### config.mk
export PLATFORM = sky130hd
export DESIGN_NAME = servo_position_command_framer_core
export DESIGN_NICKNAME = d
export VERILOG_FILES = /design/src/design/spfr_pkg.sv /design/src/design/spfr_mul.sv /design/src/design/spfr_div5.sv /design/src/design/servo_position_command_framer_core.sv
export SDC_FILE = /design/constraint.sdc
export NUM_CORES = 1
export LEC_CHECK = 0
export BUFFER_PORTS_ARGS = -buffer_cell sky130_fd_sc_hd__buf_2
export CORE_MARGIN = 4
export CORE_UTILIZATION = 30
export CTS_CLUSTER_SIZE = 12
export DETAILED_ROUTE_END_ITERATION = 7
export HOLD_SLACK_MARGIN = 0.12
export SETUP_SLACK_MARGIN = 0.02
export SYNTH_ARGS = -nofsm -noshare
export SYNTH_HDL_FRONTEND = slang
export SYNTH_SLANG_ARGS = --single-unit
### constraint.sdc
create_clock -name i_clk -period 8.5 [get_ports i_clk]
set_clock_uncertainty 0.05 [all_clocks]
set_input_delay 1.275 -clock i_clk [delete_from_list [all_inputs] [get_ports i_clk]]
set_output_delay 1.275 -clock i_clk [all_outputs]
set_load 0.1 [all_outputs]
### src/design/spfr_pkg.sv
// ----------------------------------------------------------------------------
// spfr_pkg
// Shared types and constants of the servo position command framer.
// ----------------------------------------------------------------------------
package spfr_pkg;

    // Field and datapath widths.
    localparam int ANGLE_W  = 16;
    localparam int MAXSPD_W = 18;
    localparam int GAIN_W   = 11;
    localparam int CFG_W    = 18;
    localparam int MCAND_W  = 18;          // 3 * |angle change|
    localparam int PROD_W   = 30;          // 3 * |change| * gain, padded to whole digits
    localparam int CODE_W   = 20;          // (target + 18000) * 6 fits signed 20 bits
    localparam int SPD_W    = 32;
    localparam int IDX_W    = 5;

    // Serial unit step counts: two bits per step.
    localparam int MUL_STEPS = 6;
    localparam int DIV_STEPS = 15;
    localparam int MUL_CNT_W = 3;
    localparam int DIV_CNT_W = 4;

    // Angle offset added before scaling into the angle code.
    localparam logic [CODE_W-1:0] ANGLE_OFFSET = CODE_W'(18000);

    // Divisor left after folding 60/100 into 3/5.
    localparam logic [4:0] DIVISOR = 5'd5;

    // Configuration register indexes.
    localparam logic CFG_MAX_SPEED = 1'b0;
    localparam logic CFG_GAIN      = 1'b1;

    // Frame layout.
    localparam logic [IDX_W-1:0] FRAME_LEN    = 5'd18;
    localparam logic [IDX_W-1:0] BYTE_SYNC0   = 5'd0;
    localparam logic [IDX_W-1:0] BYTE_SYNC1   = 5'd1;
    localparam logic [IDX_W-1:0] BYTE_ID      = 5'd2;
    localparam logic [IDX_W-1:0] BYTE_LEN     = 5'd3;
    localparam logic [IDX_W-1:0] BYTE_HDR_SUM = 5'd4;
    localparam logic [IDX_W-1:0] BYTE_CODE0   = 5'd5;
    localparam logic [IDX_W-1:0] BYTE_SPD0    = 5'd13;
    localparam logic [IDX_W-1:0] BYTE_SUM     = 5'd17;

    localparam logic [7:0] SYNC0   = 8'h3E;
    localparam logic [7:0] SYNC1   = 8'hA4;
    localparam logic [7:0] DEV_ID  = 8'h01;
    localparam logic [7:0] DATA_LEN = 8'h0C;
    localparam logic [7:0] HDR_SUM = SYNC0 + SYNC1 + DEV_ID + DATA_LEN;

    // Status of a serial arithmetic unit.
    typedef struct packed {
        logic busy;
        logic done;
    } t_unit_sts;

    // Speed calculation sequencer.
    typedef enum logic [1:0] {
        CALC_IDLE,
        CALC_MUL,
        CALC_DIV,
        CALC_READY
    } t_calc_state;

endpackage

### src/design/spfr_mul.sv
// ----------------------------------------------------------------------------
// spfr_mul
// Serial multiplier: scans the gain two bits per cycle, most significant first.
// ----------------------------------------------------------------------------
module spfr_mul (
    input  logic                          i_clk,
    input  logic                          i_rst_n,
    input  logic                          i_start,
    input  logic [spfr_pkg::MCAND_W-1:0]  i_mcand,
    input  logic [spfr_pkg::GAIN_W-1:0]   i_gain,
    output spfr_pkg::t_unit_sts           o_sts,
    output logic [spfr_pkg::PROD_W-1:0]   o_product
);
    import spfr_pkg::*;

    localparam int GSR_W = 2 * MUL_STEPS;

    logic                 r_busy;
    logic                 r_done;
    logic [MUL_CNT_W-1:0] r_cnt;
    logic [GSR_W-1:0]     r_gain_sr;
    logic [MCAND_W-1:0]   r_mcand;
    logic [PROD_W-1:0]    r_acc;
    logic [1:0]           digit;
    logic [PROD_W-1:0]    partial;

    // Partial product of the multiplicand and one two-bit gain digit.
    always_comb begin
        digit   = r_gain_sr[GSR_W-1 -: 2];
        partial = ({{(PROD_W-MCAND_W){1'b0}}, r_mcand} & {PROD_W{digit[0]}})
                + ({{(PROD_W-MCAND_W-1){1'b0}}, r_mcand, 1'b0} & {PROD_W{digit[1]}});
    end

    // Control of the step sequence.
    always_ff @(posedge i_clk) begin
        if (!i_rst_n) begin
            r_busy <= 1'b0;
            r_done <= 1'b0;
            r_cnt  <= '0;
        end else begin
            r_done <= 1'b0;
            if (i_start) begin
                r_busy <= 1'b1;
                r_cnt  <= '0;
            end else if (r_busy) begin
                r_cnt <= r_cnt + 1'b1;
                if (r_cnt == MUL_CNT_W'(MUL_STEPS - 1)) begin
                    r_busy <= 1'b0;
                    r_done <= 1'b1;
                end
            end
        end
    end

    // Shift-and-add datapath.
    always_ff @(posedge i_clk) begin
        if (i_start) begin
            r_acc     <= '0;
            r_mcand   <= i_mcand;
            r_gain_sr <= {{(GSR_W-GAIN_W){1'b0}}, i_gain};
        end else if (r_busy) begin
            r_acc     <= {r_acc[PROD_W-3:0], 2'b00} + partial;
            r_gain_sr <= {r_gain_sr[GSR_W-3:0], 2'b00};
        end
    end

    assign o_sts.busy = r_busy;
    assign o_sts.done = r_done;
    assign o_product  = r_acc;

endmodule

### src/design/spfr_div5.sv
// ----------------------------------------------------------------------------
// spfr_div5
// Serial divider by five: two quotient bits per cycle, most significant first.
// ----------------------------------------------------------------------------
module spfr_div5 (
    input  logic                          i_clk,
    input  logic                          i_rst_n,
    input  logic                          i_start,
    input  logic [spfr_pkg::PROD_W-1:0]   i_dividend,
    output spfr_pkg::t_unit_sts           o_sts,
    output logic [spfr_pkg::PROD_W-1:0]   o_quotient
);
    import spfr_pkg::*;

    logic                 r_busy;
    logic                 r_done;
    logic [DIV_CNT_W-1:0] r_cnt;
    logic [PROD_W-1:0]    r_sr;
    logic [2:0]           r_rem;
    logic [4:0]           part;
    logic [1:0]           q_digit;
    logic [4:0]           part_rem;

    // The partial remainder stays below 20, so the digit is a small compare.
    always_comb begin
        part = {r_rem, r_sr[PROD_W-1 -: 2]};
        if (part >= 3 * DIVISOR) begin
            q_digit = 2'd3;
        end else if (part >= 2 * DIVISOR) begin
            q_digit = 2'd2;
        end else if (part >= DIVISOR) begin
            q_digit = 2'd1;
        end else begin
            q_digit = 2'd0;
        end
        part_rem = part - 5'(DIVISOR * q_digit);
    end

    // Control of the step sequence.
    always_ff @(posedge i_clk) begin
        if (!i_rst_n) begin
            r_busy <= 1'b0;
            r_done <= 1'b0;
            r_cnt  <= '0;
        end else begin
            r_done <= 1'b0;
            if (i_start) begin
                r_busy <= 1'b1;
                r_cnt  <= '0;
            end else if (r_busy) begin
                r_cnt <= r_cnt + 1'b1;
                if (r_cnt == DIV_CNT_W'(DIV_STEPS - 1)) begin
                    r_busy <= 1'b0;
                    r_done <= 1'b1;
                end
            end
        end
    end

    // Dividend bits leave at the top while quotient digits enter at the bottom.
    always_ff @(posedge i_clk) begin
        if (i_start) begin
            r_sr  <= i_dividend;
            r_rem <= '0;
        end else if (r_busy) begin
            r_sr  <= {r_sr[PROD_W-3:0], q_digit};
            r_rem <= part_rem[2:0];
        end
    end

    assign o_sts.busy = r_busy;
    assign o_sts.done = r_done;
    assign o_quotient = r_sr;

endmodule

### src/design/servo_position_command_framer_core.sv
// ----------------------------------------------------------------------------
// servo_position_command_framer_core
// Turns each target angle into an 18-byte position command frame.
// ----------------------------------------------------------------------------
//
//   Channel  | Direction | Handshake           | Payload
//   ---------+-----------+---------------------+------------------------------
//   input    | in        | i_valid / o_stall   | i_angle_target
//   output   | out       | o_valid / i_stall   | o_frame_byte, o_last_byte
//   config   | in        | i_cfg_we            | i_cfg_index, i_cfg_data
//
// The speed goes through a serial multiplier (6 steps) and a serial divide by
// five (15 steps); it is ready once the divider is done. The header and angle
// bytes are sent meanwhile and the five last bytes follow, so the next item
// can be accepted only after the last byte of the frame has been taken.
// o_stall stays high from the accepted item until its last byte is taken.
// Reset is synchronous and clears the previous angle and both registers.
// Output stalls hold the current byte and pause the frame.
module servo_position_command_framer_core (
    input  logic                           i_clk,
    input  logic                           i_rst_n,
    input  logic                           i_valid,
    output logic                           o_stall,
    input  logic [spfr_pkg::ANGLE_W-1:0]   i_angle_target,
    output logic                           o_valid,
    input  logic                           i_stall,
    output logic [7:0]                     o_frame_byte,
    output logic                           o_last_byte,
    input  logic                           i_cfg_we,
    input  logic                           i_cfg_index,
    input  logic [spfr_pkg::CFG_W-1:0]     i_cfg_data
);
    import spfr_pkg::*;

    // Registers and state.
    logic [MAXSPD_W-1:0] r_max_speed;
    logic [GAIN_W-1:0]   r_gain;
    logic [ANGLE_W-1:0]  r_prev_angle;
    t_calc_state         r_state;
    t_calc_state         n_state;
    logic [IDX_W-1:0]    r_idx;
    logic [CODE_W-1:0]   r_code_sr;
    logic [SPD_W-1:0]    r_spd_sr;
    logic [7:0]          r_sum;
    logic                r_o_valid;
    logic [7:0]          r_o_byte;
    logic                r_o_last;

    logic                in_accept;
    logic                out_accept;
    logic                frame_done;
    logic                mul_start;
    logic                div_start;
    logic [ANGLE_W:0]    diff;
    logic [ANGLE_W:0]    diff_abs;
    logic [MCAND_W-1:0]  mag3;
    logic [CODE_W-1:0]   shifted;
    logic [CODE_W-1:0]   code;
    logic [PROD_W-1:0]   product;
    logic [PROD_W-1:0]   quotient;
    logic [SPD_W-1:0]    spd_sel;
    t_unit_sts           mul_sts;
    t_unit_sts           div_sts;
    logic                load;
    logic [7:0]          next_byte;

    assign in_accept  = i_valid && !o_stall;
    assign out_accept = r_o_valid && !i_stall;
    assign frame_done = out_accept && r_o_last;
    assign o_stall    = (r_state != CALC_IDLE);

    // Configuration writes.
    always_ff @(posedge i_clk) begin
        if (!i_rst_n) begin
            r_max_speed <= '0;
            r_gain      <= '0;
        end else if (i_cfg_we) begin
            case (i_cfg_index)
                CFG_MAX_SPEED: r_max_speed <= i_cfg_data[MAXSPD_W-1:0];
                CFG_GAIN:      r_gain      <= i_cfg_data[GAIN_W-1:0];
                default:       r_gain      <= r_gain;
            endcase
        end
    end

    // Angle change scaled by three, and the angle code (x*6 as 4x + 2x).
    always_comb begin
        diff     = {r_prev_angle[ANGLE_W-1], r_prev_angle}
                 - {i_angle_target[ANGLE_W-1], i_angle_target};
        diff_abs = diff[ANGLE_W] ? (~diff + 1'b1) : diff;
        mag3     = {2'b00, diff_abs[ANGLE_W-1:0]} + {1'b0, diff_abs[ANGLE_W-1:0], 1'b0};
        shifted  = {{(CODE_W-ANGLE_W){i_angle_target[ANGLE_W-1]}}, i_angle_target}
                 + ANGLE_OFFSET;
        code     = {shifted[CODE_W-3:0], 2'b00} + {shifted[CODE_W-2:0], 1'b0};
    end

    // Previous target.
    always_ff @(posedge i_clk) begin
        if (!i_rst_n) begin
            r_prev_angle <= '0;
        end else if (in_accept) begin
            r_prev_angle <= i_angle_target;
        end
    end

    spfr_mul u_mul (
        .i_clk     (i_clk),
        .i_rst_n   (i_rst_n),
        .i_start   (mul_start),
        .i_mcand   (mag3),
        .i_gain    (r_gain),
        .o_sts     (mul_sts),
        .o_product (product)
    );

    spfr_div5 u_div (
        .i_clk      (i_clk),
        .i_rst_n    (i_rst_n),
        .i_start    (div_start),
        .i_dividend (product),
        .o_sts      (div_sts),
        .o_quotient (quotient)
    );

    // Sequencer next state.
    always_comb begin
        n_state = r_state;
        case (r_state)
            CALC_IDLE:  if (in_accept)    n_state = CALC_MUL;
            CALC_MUL:   if (mul_sts.done) n_state = CALC_DIV;
            CALC_DIV:   if (div_sts.done) n_state = CALC_READY;
            CALC_READY: if (frame_done)   n_state = CALC_IDLE;
            default:                      n_state = CALC_IDLE;
        endcase
    end

    // Sequencer outputs.
    always_comb begin
        mul_start = 1'b0;
        div_start = 1'b0;
        case (r_state)
            CALC_IDLE: mul_start = in_accept;
            CALC_MUL:  div_start = mul_sts.done;
            default: begin
                mul_start = 1'b0;
                div_start = 1'b0;
            end
        endcase
    end

    always_ff @(posedge i_clk) begin
        if (!i_rst_n) begin
            r_state <= CALC_IDLE;
        end else begin
            r_state <= n_state;
        end
    end

    // A nonzero change-based speed below the limit replaces it.
    always_comb begin
        if ((quotient != '0) && (quotient < {{(PROD_W-MAXSPD_W){1'b0}}, r_max_speed})) begin
            spd_sel = {{(SPD_W-PROD_W){1'b0}}, quotient};
        end else begin
            spd_sel = {{(SPD_W-MAXSPD_W){1'b0}}, r_max_speed};
        end
    end

    // Byte of the frame at the current position.
    always_comb begin
        case (r_idx)
            BYTE_SYNC0:   next_byte = SYNC0;
            BYTE_SYNC1:   next_byte = SYNC1;
            BYTE_ID:      next_byte = DEV_ID;
            BYTE_LEN:     next_byte = DATA_LEN;
            BYTE_HDR_SUM: next_byte = HDR_SUM;
            BYTE_SUM:     next_byte = r_sum;
            default:      next_byte = (r_idx < BYTE_SPD0) ? r_code_sr[7:0] : r_spd_sr[7:0];
        endcase
    end

    // The speed bytes wait until the divider has finished.
    assign load = (r_state != CALC_IDLE) && (r_idx != FRAME_LEN)
               && ((r_idx < BYTE_SPD0) || (r_state == CALC_READY))
               && (!r_o_valid || !i_stall);

    // Frame position and output register control.
    always_ff @(posedge i_clk) begin
        if (!i_rst_n) begin
            r_idx     <= '0;
            r_o_valid <= 1'b0;
        end else begin
            if (in_accept) begin
                r_idx <= '0;
            end else if (load) begin
                r_idx <= r_idx + 1'b1;
            end
            if (load) begin
                r_o_valid <= 1'b1;
            end else if (out_accept) begin
                r_o_valid <= 1'b0;
            end
        end
    end

    // Payload shift registers, data sum and output byte.
    always_ff @(posedge i_clk) begin
        if (in_accept) begin
            r_code_sr <= code;
            r_sum     <= '0;
        end else if (load && (r_idx >= BYTE_CODE0) && (r_idx < BYTE_SPD0)) begin
            r_code_sr <= {{8{r_code_sr[CODE_W-1]}}, r_code_sr[CODE_W-1:8]};
            r_sum     <= r_sum + r_code_sr[7:0];
        end else if (load && (r_idx >= BYTE_SPD0) && (r_idx < BYTE_SUM)) begin
            r_sum     <= r_sum + r_spd_sr[7:0];
        end

        if (div_sts.done) begin
            r_spd_sr <= spd_sel;
        end else if (load && (r_idx >= BYTE_SPD0) && (r_idx < BYTE_SUM)) begin
            r_spd_sr <= {8'h00, r_spd_sr[SPD_W-1:8]};
        end

        if (load) begin
            r_o_byte <= next_byte;
            r_o_last <= (r_idx == BYTE_SUM);
        end
    end

    assign o_valid      = r_o_valid;
    assign o_frame_byte = r_o_byte;
    assign o_last_byte  = r_o_last;

endmodule

* Word-level counts from Yosys, hierarchy flattened
Cells that the tools add are included.
** Word-level totals
- Word-level logic and storage cells :: 136
- Register bits :: 226
- Output and inout port bits :: 11
** Operators by class
- Mux-type cells :: 34
- Order comparisons :: 8
- Equal/unequal tests :: 15
- Bitwise operators :: 7
- Multipliers :: 1
- Reductions and logical operators :: 34
- $add $sub $neg :: 13
** Operators by type and width (number)
- 30-bit two-way mux :: 3
- 32-bit two-way mux :: 2
- 30-bit adder :: 2
- 8-bit case mux with 6 select lines :: 1
- 18-bit by 30-bit bitwise AND with 30-bit output :: 1
- 19-bit by 30-bit bitwise AND with 30-bit output :: 1
- 30-bit by 18-bit < comparator with 1-bit output :: 1
- 30-bit nonzero test :: 1
- 8-bit two-way mux :: 3
- 11-bit two-way mux :: 2
- 19-bit by 18-bit adder with 20-bit output :: 1
- 20-bit two-way mux :: 1
- 19-bit two-way mux :: 1
- 16-bit by 17-bit adder with 18-bit output :: 1
- 16-bit by 16-bit adder with 17-bit output, second input constant :: 1
- 16-bit by 16-bit subtractor with 17-bit output :: 1
- 16-bit by 1-bit adder with 16-bit output, second input constant :: 1
- 8-bit adder :: 2
- 16-bit two-way mux :: 1
- 16-bit NOT :: 1
- 5-bit by 4-bit greater-or-equal comparator with 1-bit output, second input constant :: 3
- 2-bit nonzero test :: 7
- 1-bit two-way mux :: 13
- 2-bit two-way mux :: 6
- other kinds (30) :: 55

* Longest topological paths before layout
- Depth after elaboration :: 8
- Depth in mapped cells :: 23
- Gate-level depth less buffers :: 22

* Hierarchy
Synthesis repeated with hierarchy kept, for this count alone.
** Second synthesis, totals
- Cell total of the unflattened synthesis :: 1597
- Area total of the unflattened synthesis :: 15053.2 um^2
** By module, submodules not included
- servo_position_command_framer_core :: instances 1, cells each 1061, area an instance 9145.0 um^2
- spfr_mul :: instances 1, cells each 411, area an instance 4115.2 um^2
- spfr_div5 :: instances 1, cells each 125, area an instance 1793.0 um^2

* Worst setup path before layout
No wires, ideal clock.
- Path kind :: input to register
- From :: input port i_angle_target[0] (netlist bit)
- To :: register u_mul.r_mcand[16], data pin
- Path slack :: 2.727 ns
- Path buffers :: 1
- Stages on the path :: 22
- Data arrival time :: 5.457 ns
- Data required time :: 8.183 ns
- Cells stage by stage :: ha_1 > fa_1 > nand2b_1 > a21oi_4 > o221ai_2 > o21ai_0 > clkbuf_1 > nor2_1 > xnor2_1 > ha_1 > a21o_1 > a21oi_1 > nor2b_1 > o21a_1 > o21a_1 > o31a_1 > a21bo_2 > a311oi_1 > o211ai_1 > a31oi_1 > nor4_1 > nor3_2
** On the way
- Cells in the longest elaborated chain, start to end :: 5
** Ends and longest elaborated chain
- start, declared :: RTL line servo_position_command_framer_core.sv:24 : input logic [spfr_pkg::ANGLE_W-1:0] i_angle_target,
- 16-bit by 16-bit subtractor with 17-bit output (*) :: RTL line servo_position_command_framer_core.sv:89 : - {i_angle_target[ANGLE_W-1], i_angle_target};
- 16-bit NOT :: RTL line servo_position_command_framer_core.sv:90 : diff_abs = diff[ANGLE_W] ? (~diff + 1'b1) : diff;
- 16-bit by 1-bit adder with 16-bit output :: RTL line servo_position_command_framer_core.sv:90
- 16-bit two-way mux (*) :: RTL line servo_position_command_framer_core.sv:90
- 16-bit by 17-bit adder with 18-bit output (*) :: RTL line servo_position_command_framer_core.sv:91 : mag3 = {2'b00, diff_abs[ANGLE_W-1:0]} + {1'b0, diff_abs[ANGLE_W-1:0], 1'b0};
- via mag3[16] :: RTL line servo_position_command_framer_core.sv:56 : logic [MCAND_W-1:0] mag3;
- end signal, assigned :: RTL line spfr_mul.sv:59 : r_mcand <= i_mcand;
- end, declared :: RTL line spfr_mul.sv:22 : logic [MCAND_W-1:0] r_mcand;
The timed path passes the listed nets; every way through them passes the cells marked *.
A chain may end at the register's enable or synchronous reset.

* Worst setup path in the final report
Ends and elaborated chain as after synthesis.

==> impl_metrics.toml <==
[layout]
drive_gt1_frac = 0.105
layout.nets = 1811
final_util = 0.342
antenna_cells = 0
multiInputGateArea_mm2 = 0.00816
layout_commonest_cell = "nand2_1"
fill_cells = 4844
syn_to_final_growth_pct = 12.2
final_cells = 2277
seqCellArea_mm2 = 0.00567
layout_common_cells = "255 x nand2_1, 146 x inv_1, 118 x edfxtp_1"

[place]
place_ws_ps = 1780
globalplace.congestion = 0.837
dp.cells = 2227
dp.final_hpwl_um = 23900
io_buffers = 50

[clock_tree]
htree_levels = 1
clockBufferDepth = 3
postCtsSetupBuffers = 0
clock_latency_ps = 530
postCtsHoldBufs = 0
root_buffer = "clkbuf_16"
cts_tree = "done"
cts_buffers = 27
clk_pin_slew_worst_paths_ps = 60
cts.sinks = 224
cts_resized = 0

[power_and_ir_drop]
p_per_area_mw_per_mm2 = 316
leakage_nw = 6.61
vdd_drop_max_v = 0.000147

[floorplanning]
pin_count = 51
start_util = 0.304
die_h_um = 228
die_area_mm2 = 0.0521
die_w_um = 228
core_mm2 = 0.0478
rows = 80

[synthesis]
synth_top_area_frac = 0.243
synth-seq-area-share = 0.389
syn_area_mm2 = 0.0146
synthCells = 1603
synth_top_flop_cell = "edfxtp_1"
synthTopCellsByArea = "edfxtp_1 24%, dfxtp_1 15%, ha_1 9.3%"
ys_warn_count = 0
synth_largest_area_cell = "edfxtp_1"
ys_ff_latch = 224
async_flop_share = 0
synth_cell_types = 81
avgSynthCellArea_um2 = 9.08
synth_edf_count = 118

[route]
vias_per_cell = 4.90
drtPass1Iterations = 5
detail_route.iter0.violations = 627
post-route-drc-count = 0
antenna_left = 0
routedWlPerCell_um = 14.1
drt-total-wl_um = 32200
vias = 11100

[run]
drv_cap = 0

[sta]
timing.fmax_mhz = 161
finalCritPeriodShare = 0.729
tns_ps = 0
worst_pin_slew_ps = 1050
layout_setup_ws_ps = 2300
fin_crit_ps = 6200
report.final.setup_viol = 0
drv_slew = 0
slew_headroom = 0.302
rsz0062_at_grt = "no"
hold_viol = 0

[global_route]
grt_pass1_vias = 11000
grt_max_degree = 67
grt_pass1_wl_um = 54300
grt_overflow = 0
antenna_found_initial = 0
grtUsageTotal = 0.121

[worst_setup_path]
required_ps = 8710
path_class = "primary input to flop"
crit_fanout = 11
critPathArrivalTime_ps = 6410
crit_family = "compound AO/OA/AOI/OAI gates"
cpPeakStageDelay_ps = 820
endpoint_kind = "flop"
slowest_stage = "o21ai_0"
cp_cell_sequence = "buf_2 -> ha_1 -> fa_1 -> nand2b_1 -> a21oi_4 -> o221ai_2 -> o21ai_0 -> nor2_1 -> xnor2_1 -> ha_1 -> a21o_1 -> a21oi_1 -> nor2b_1 -> o21a_1 -> o21a_1 -> o31a_1 -> a21bo_2 -> a311oi_1 -> o211ai_1 -> a31oi_1 -> nor4_1 -> nor3_2"
cp_num_buf_inv = 1
startpoint_type = "primary input"

[min_path]
hold_path.class = "flop to flop"

[status]
status = "completed"
[stage by stage]
stage | power [mW] | hold WS, ps | area (µm²)
2_1_floorplan | 3.60 | 389 | 14600
3_3_place_gp | 4.05 | 400 | 15500
3_5_place_dp | 4.10 | 405 | 15500
4_1_cts | 5.23 | 413 | 16300
5_1_grt | 5.62 | 427 | 16300
6_report | 5.17 | 410 | 16300
[power by group]
group	switching (mW)	leakage [nW]	total, mW	internal [mW]
Combinational	1.50	4.22	2.44	0.944
Sequential	0.150	1.96	1.64	1.49
Clock	0.441	0.422	1.09	0.646
[worst reg2reg max path, cell delays in order (launching register included)]
cell and delay, ps:
dfxtp_1 320, inv_1 50, ha_1 210, fa_1 420
nand2b_1 260, a21oi_4 230, o221ai_2 160, o21ai_0 820
nor2_1 110, xnor2_1 350, ha_1 310, a21o_1 150
a21oi_1 210, nor2b_1 70, o21a_1 180, o21a_1 180
o31a_1 290, a21bo_2 210, a311oi_1 100, o211ai_1 200
a31oi_1 170, nor4_1 260, nor3_2 80
[flip-flops by register name (all words and copies together) (netlist names), 2 cells and up]
register          cells
u_mul.r_mcand        18
r_max_speed          18
o_frame_byte          8
r_idx                 5
u_mul.r_cnt           3
r_gain               11
u_div.o_quotient     30
u_div.r_rem           3
r_spd_sr             30
r_state               2
u_mul.o_product      30
r_sum                 8
r_prev_angle         16
u_mul.r_gain_sr      12
r_code_sr            20
u_div.r_cnt           4
[worst paths after layout]
path	slack, ps	from	cells past startpoint	end
hold / removal	410	u_mul.o_product[8]	2	u_mul.o_product[8]
setup / recovery	2300	i_angle_target[0]	22	u_mul.r_mcand[16]
setup reg to reg	2830	r_prev_angle[0]	22	u_mul.r_mcand[16]
hold reg to reg	410	u_mul.o_product[8]	2	u_mul.o_product[8]
[per-layer routing]
layer / part of all wire / track usage
met5: 0 / 0
met4: 0.018 / 0.0272
met3: 0.035 / 0.0146
met2: 0.48 / 0.213
met1: 0.47 / 0.159
[logic make-up (layout without fill, tap and decap cells)]
family / count (synthesis) / in the layout / synth area share
and+or+nand+nor: 523 / 523 / 0.162
DFF: 224 / 224 / 0.389
xor gates and xnor gates: 92 / 92 / 0.0559
AOI/OAI and AO/OA: 358 / 358 / 0.167
buffers and inverters: 209 / 261 / 0.0541
other: 1 / 8 / 0.000258
adders and majority gates: 130 / 130 / 0.123
muxes: 66 / 66 / 0.0486
[final cells by class]
class                   instances  area share
inverters                     150      0.0345
well taps                     615      0.0471
clock buffers                  42      0.0491
flip-flops and latches        224       0.347
repair buffers                 61      0.0204
clock inverters                 8     0.00283
multi-input cells            1177       0.499
[cells in the mapped netlist (38+ instances only)]
cell type / instances
inv_1: 146
ha_1: 108
a21oi_1: 76
dfxtp_1: 106
edfxtp_1: 118
nand2_1: 256
clkbuf_1: 50
mux2_2: 38
a21boi_0: 49
o21ai_0: 75
nor2_1: 107
xnor2_1: 62
Note: power is estimated with default switching activity, not from simulation.
